<file path="config.mk">
export PLATFORM = sky130hd
export DESIGN_NAME = ibs_vec_cell
export DESIGN_NICKNAME = d
export VERILOG_FILES = /design/src/rtl/core/ibs_pkg.sv /design/src/rtl/core/ibs_vec_cell.sv
export SDC_FILE = /design/constraint.sdc
export NUM_CORES = 1
export LEC_CHECK = 0
export ABC_AREA = 1
export BUFFER_PORTS_ARGS = -buffer_cell sky130_fd_sc_hd__buf_4
export CAP_MARGIN = 30
export CELL_PAD_IN_SITES_DETAIL_PLACEMENT = 0
export CELL_PAD_IN_SITES_GLOBAL_PLACEMENT = 1
export CORE_ASPECT_RATIO = 0.75
export CORE_MARGIN = 2
export CORE_UTILIZATION = 44
export DETAILED_ROUTE_END_ITERATION = 12
export HOLD_SLACK_MARGIN = 0.15
export PLACE_DENSITY = 0.95
export SYNTH_ARGS = -nofsm -noshare
export SYNTH_HDL_FRONTEND = slang
export SYNTH_SLANG_ARGS = --single-unit
</file>
<file path="constraint.sdc">
create_clock -name clk -period 10.62 [get_ports clk]
set_input_delay 1.593 -clock clk [delete_from_list [all_inputs] [get_ports clk]]
set_output_delay 1.593 -clock clk [all_outputs]
set_load 0.01 [all_outputs]
</file>
<file path="src/rtl/core/ibs_pkg.sv">
`default_nettype none
package ibs_pkg;
    localparam int CORDIC_STEPS = 24;
    localparam int CW = 36;

    typedef logic signed [CW-1:0] cw_t;

    typedef struct packed {
        cw_t x;
        cw_t y;
        cw_t z;
    } rot_t;

    localparam cw_t Q30_PI      = 36'sd3373259426;
    localparam cw_t Q30_HALF_PI = 36'sd1686629713;
    localparam cw_t Q30_TWO_PI  = 36'sd6746518852;
    localparam cw_t CORDIC_GAIN = 36'sd652032874;
    localparam cw_t Q30_ONE     = 36'sd1073741824;

    function automatic cw_t atan_entry(input logic [4:0] i);
        cw_t r;
        r = '0;
        case (i)
            5'd0:  r = 36'sd843314857;
            5'd1:  r = 36'sd497837829;
            5'd2:  r = 36'sd263043837;
            5'd3:  r = 36'sd133525159;
            5'd4:  r = 36'sd67021687;
            5'd5:  r = 36'sd33543516;
            5'd6:  r = 36'sd16775851;
            5'd7:  r = 36'sd8388437;
            5'd8:  r = 36'sd4194283;
            5'd9:  r = 36'sd2097149;
            5'd10: r = 36'sd1048576;
            5'd31: r = '0;
            default: r = Q30_ONE >>> i;
        endcase
        return r;
    endfunction
endpackage
`default_nettype wire

</file>
<file path="src/rtl/core/ibs_vec_cell.sv">
`default_nettype none
module ibs_vec_cell (
    input  wire logic          clk,
    input  wire logic [4:0]    step,
    input  wire ibs_pkg::rot_t din,
    output ibs_pkg::rot_t      dout
);
    ibs_pkg::rot_t nxt;
    ibs_pkg::rot_t out_reg;

    // drive y toward zero
    always_comb
    begin
        if (din.y > 0)
        begin
            nxt.x = din.x + (din.y >>> step);
            nxt.y = din.y - (din.x >>> step);
            nxt.z = din.z + ibs_pkg::atan_entry(step);
        end
        else
        begin
            nxt.x = din.x - (din.y >>> step);
            nxt.y = din.y + (din.x >>> step);
            nxt.z = din.z - ibs_pkg::atan_entry(step);
        end
    end

    always_ff @(posedge clk)
    begin
        out_reg <= nxt;
    end

    assign dout = out_reg;
endmodule
`default_nettype wire

</file>
* After elaboration in Yosys (flattened, before gate mapping)
Index checks and enable logic that the tools add are counted.
** Word-level totals
- Bits in latches :: 0
- Input bits :: 114
- Memories kept :: 0
- Memory bits (read-only) :: 0
- RAM bits :: 0
- Logic and storage cells :: 29
- Output and inout port bits :: 108
- Bits in registers :: 108
** Cells by class
- $add $sub $neg :: 6
- Multipliers :: 0
- Div/mod/pow operators :: 0
- Magnitude comparators :: 1
- Reduce and logical (&&, ||, !) cells :: 1
- Muxes and demuxes :: 4
- Bitwise gates (word level) :: 0
- Shift-type cells :: 3
- Equality and inequality tests :: 11
** Operators by type and width (number)
- 36-bit one-hot mux with 12 select lines :: 1
- 36-bit adder :: 3
- 108-bit 2-to-1 mux :: 1
- 36-bit subtractor :: 3
- 36-bit 2-to-1 mux :: 2
- 36-bit by 5-bit >>> shifter with 36-bit output :: 2
- 36-bit by 1-bit greater-than comparator with 1-bit output, second input constant :: 1
- 32-bit by 5-bit >>> shifter with 36-bit output, first input constant :: 1
- 5-bit by 3-bit == test with 1-bit output, second input constant :: 4
- 5-bit by 4-bit == test with 1-bit output, second input constant :: 3
- 5-bit by 2-bit == test with 1-bit output, second input constant :: 2
- 5-bit by 1-bit == test with 1-bit output, second input constant :: 1
- 5-bit == test, second input constant :: 1
- 5-bit logical NOT :: 1

* Logic depth before layout (Yosys ltp)
- Depth in word-level cells :: 5
- Mapped depth :: 34
- Gate-level depth less buffers :: 33

* Least setup slack after synthesis
Ideal clock, no wire load.
- Kind :: input to register
- Start :: in step[3]
- End :: reg out_reg (netlist bit dout[31])
- Library setup time :: 0.121 ns
- Path buffers :: 1
- Stages on the path :: 28
- Data required time :: 10.499 ns
- Path slack :: 5.475 ns
- Data arrival time :: 5.024 ns
- Cell sequence :: buf_2 -> nor2_2 -> nand2_1 -> nor2_1 -> inv_2 -> nand2_1 -> nor2_1 -> nand3_1 -> nor2_1 -> ha_1 -> inv_1 -> nor2_1 -> nand2_1 -> nand2_1 -> xor2_1 -> inv_1 -> ha_1 -> a21oi_1 -> nand2_1 -> a21oi_1 -> inv_1 -> a21oi_1 -> inv_1 -> a21oi_1 -> o21ai_0 -> nand3_1 -> nand2_1 -> xor2_1
** RTL lines
- from (decl) :: line ibs_vec_cell.sv:4 : input wire logic [4:0] step,
- to (signal assigned) :: line ibs_vec_cell.sv:30 : out_reg <= nxt;
- to (decl) :: line ibs_vec_cell.sv:9 : ibs_pkg::rot_t out_reg;

==> results by group <==
Run status
  • Status: finished, final reports clean

CTS
  • Hold Buf Count CTS: 0
  • CTS root buffer: clkbuf_16
  • Resized Gates After CTS: 0
  • Reg clk slew, reported paths: roughly 80 ps
  • TritonCTS clock tree: yes
  • H-tree depth: 3
  • Clock Sinks: around 110
  • Clock Path Buffers: 2
  • Setup Buffers After CTS: 0
  • Num CTS Buffers: 9

Power and ir drop
  • Tot Pwr: around 0.0026 W
  • IR Drop Worst-Case VDD: approximately 0.00013 V
  • Power density over the cells: roughly 150 nW/um^2
  • Static leakage: between 9 and 10 nW

Global route
  • First-pass GRT wire length: around 95000 um
  • Routing usage on met2: 46.9%
  • Total GRT Usage: around a third
  • Met1 usage: 47.0%
  • Remaining global-route overflow: 0
  • Gr busiest metal: met1
  • Met3 Track Usage GR: about 7.6%
  • Initial antenna violation count: 0
  • Vias in the first global route: about 17000
  • Pin count of the biggest net entering global routing: 75

Routing
  • Vias per cell: about 5.7
  • Post-DR wirelength/cell: 18.6 um
  • DRT Wirelength: between 60000 and 70000 um
  • # DRC: 0
  • DRT iter0 DRCs: 2225
  • Routed Antenna Nets: 0
  • Vias: 18965
  • Initial DRT Pass Iterations: 6

Critical path
  • Worst Path Arrival: between 7000 and 8000 ps
  • CP delay by family, top: compound AO/OA/AOI/OAI gates
  • CP Data Required Time: about 11000 ps
  • Worst setup EP type: flop
  • Critical Path Start Type: primary input
  • Critical path class: in -> reg
  • Crit path buf inv count: 3
  • Crit path cell chain: buf_4 -> inv_2 -> buf_4 -> nand3_1 -> nand3_1 -> nand2_1 -> nand2_1 -> o21ai_1 -> ha_1 -> nand2_1 -> nor2_1 -> nand2_1 -> nand2_1 -> xnor2_1 -> ha_1 -> a21oi_1 -> o21a_1 -> a21boi_0 -> o21ai_0 -> a21boi_0 -> o21ai_0 -> xor2_1
  • Crit path max fanout: 72
  • Max incr delay on CP: 590 ps
  • Most used cell, CP: nand2_1
  • CP max-delay cell: buf_4
  • Critical path depth: 22

Logic synthesis
  • Synthesized area: roughly 16000 sq um
  • Synthesis-stage register bit count: 108
  • Yosys warning count: 0
  • Post-synth top flop: dfxtp_1
  • Avg Inst Size Synth: ~5.7 sq um
  • Mapped Nets: between 2000 and 3000
  • Asr flop ratio synth: 0%
  • Distinct cells, synth: 44
  • Register area share after synthesis: between 10% and 20%
  • Post-Synthesis Cells: approximately 2700
  • Post-synth EDFFs: 0

Timing
  • Tightest Pin Transition: ~830 ps
  • FMAX: approximately 150 MHz
  • Tmin final: around 6700 ps
  • Setup TNS: 0 ps
  • Final cycle utilization of the critical path: between 60% and 70%
  • RSZ-0062 raised after global routing: no
  • Final hold vios: 0
  • Max-slew headroom: between 40 and 50%
  • Slew Viols, Final: 0
  • # setup viols final: 0

Worst hold path
  • Hold endpoint: dout[36]
  • Worst min path class: in -> reg
  • Critical hold path startpoint: din[36]
  • Hold Path Depth: 2

Layout
  • Area grow syn2layout: 13.7%
  • Most common cell after layout, fill and taps aside: nand2_1
  • Most frequent cells in the layout: nand2_1, nand3_1, inv_1, buf_4, nor2_1
  • Final Instance Area: between 15000 and 20000 sq um
  • # nets final: just over 3000
  • ANT cells: 0
  • Max reg flops: about 110
  • Layout cells sized above 1: about a tenth

Floorplan
  • Initial core utilization: 44.7%
  • Num rows: slightly below 60
  • Num ports: approximately 220
  • Die Width: 221 um
  • Core area: between 30000 and 40000 sq um
  • DIE HEIGHT: between 150 and 200 um
  • DIE AREA: ~37000 sq um

Run
  • Max cap viols: 0

Placement
  • Post-DP HPWL: 51100 um
  • I/O Buffers: approximately 220
  • Placed Area: around 17000 sq um
  • RD Place Congestion: roughly 1.0
stage by stage:
stage | instances | hold slack (ps) | worst slack (ps) | util (%)
floorplan | 2733 | 1720 | 5480 | -
global route | 3342 | 1500 | 3380 | 50.9
CTS | 3342 | 1480 | 4070 | 50.9
global placement | 3325 | 1890 | 3520 | 50.0
finish | 3342 | 1490 | 3870 | 50.9
detailed placement | 3326 | 1890 | 3670 | 50.0
routing by layer:
metal	up-vias	wire [um]
met5	-	0
met2	824	25200
li1	9336	-
met3	92	6190
met4	0	1650
met1	8713	29000
worst max path at each step:
stage                        from  endpoint  slack, ps
after global placement    step[0]  dout[95]       3520
after CTS                 step[4]  dout[95]       4070
final                     step[2]  dout[95]       3870
after floorplan           step[3]  dout[31]       5480
after global routing      step[1]  dout[95]       3380
after detailed placement  step[4]  dout[95]       3670
cell families after synthesis:
family | Yosys count | synth area share [%]
and+or+nand+nor | 1669 | 46.2
buffers and inverters | 341 | 9.12
AOI/OAI and AO/OA | 333 | 12.0
xor gates and xnor gates | 171 | 9.65
adders and majority gates | 111 | 9.09
DFF | 108 | 13.9
cell type report:
class | count | area, sq um
clock buffer | 10 | 229
fill | 3753 | 17100
clock inverter | 6 | 56.3
sequential | 108 | 2160
inverter | 246 | 923
timing repair buffer | 231 | 1750
tap | 457 | 572
multi-input combinational | 2284 | 12000
cells in the mapped netlist, types with 2 or more instances:
library cell | count | area [sq um]
a21boi_0 | 4 | 30.0
a21o_1 | 8 | 60.1
a21oi_1 | 157 | 786
a31oi_1 | 20 | 125
a31oi_2 | 2 | 25.0
buf_1 | 16 | 60.1
buf_2 | 45 | 225
buf_4 | 9 | 67.6
buf_6 | 6 | 67.6
clkbuf_1 | 19 | 71.3
dfxtp_1 | 108 | 2160
fa_1 | 3 | 60.1
ha_1 | 108 | 1350
inv_1 | 231 | 867
inv_2 | 14 | 52.6
nand2_1 | 871 | 3270
nand2_2 | 7 | 43.8
nand3_1 | 471 | 2360
nand3_2 | 7 | 70.1
nand3b_1 | 5 | 37.5
nand4_1 | 32 | 200
nor2_1 | 219 | 822
nor2_2 | 16 | 100
nor2_4 | 4 | 45.0
nor3_1 | 20 | 100
nor3_2 | 3 | 30.0
nor4_1 | 11 | 68.8
o2111ai_1 | 6 | 52.6
o211ai_1 | 14 | 105
o21a_1 | 8 | 60.1
o21ai_0 | 86 | 430
o21ai_1 | 15 | 75.1
o21ai_2 | 3 | 26.3
o21bai_1 | 4 | 30.0
o221ai_1 | 3 | 26.3
xnor2_1 | 55 | 482
xor2_1 | 116 | 1020
power by group:
part	leakage, nW	internal (W)	total [W]	switching, W
Combinational	8.12	0.000628	0.00160	0.000972
Sequential	0.911	0.000588	0.000643	0.0000554
Clock	0.138	0.000165	0.000351	0.000186
Total	9.17	0.00138	0.00259	0.00121
No activity file was read; power rests on OpenSTA's default activity.
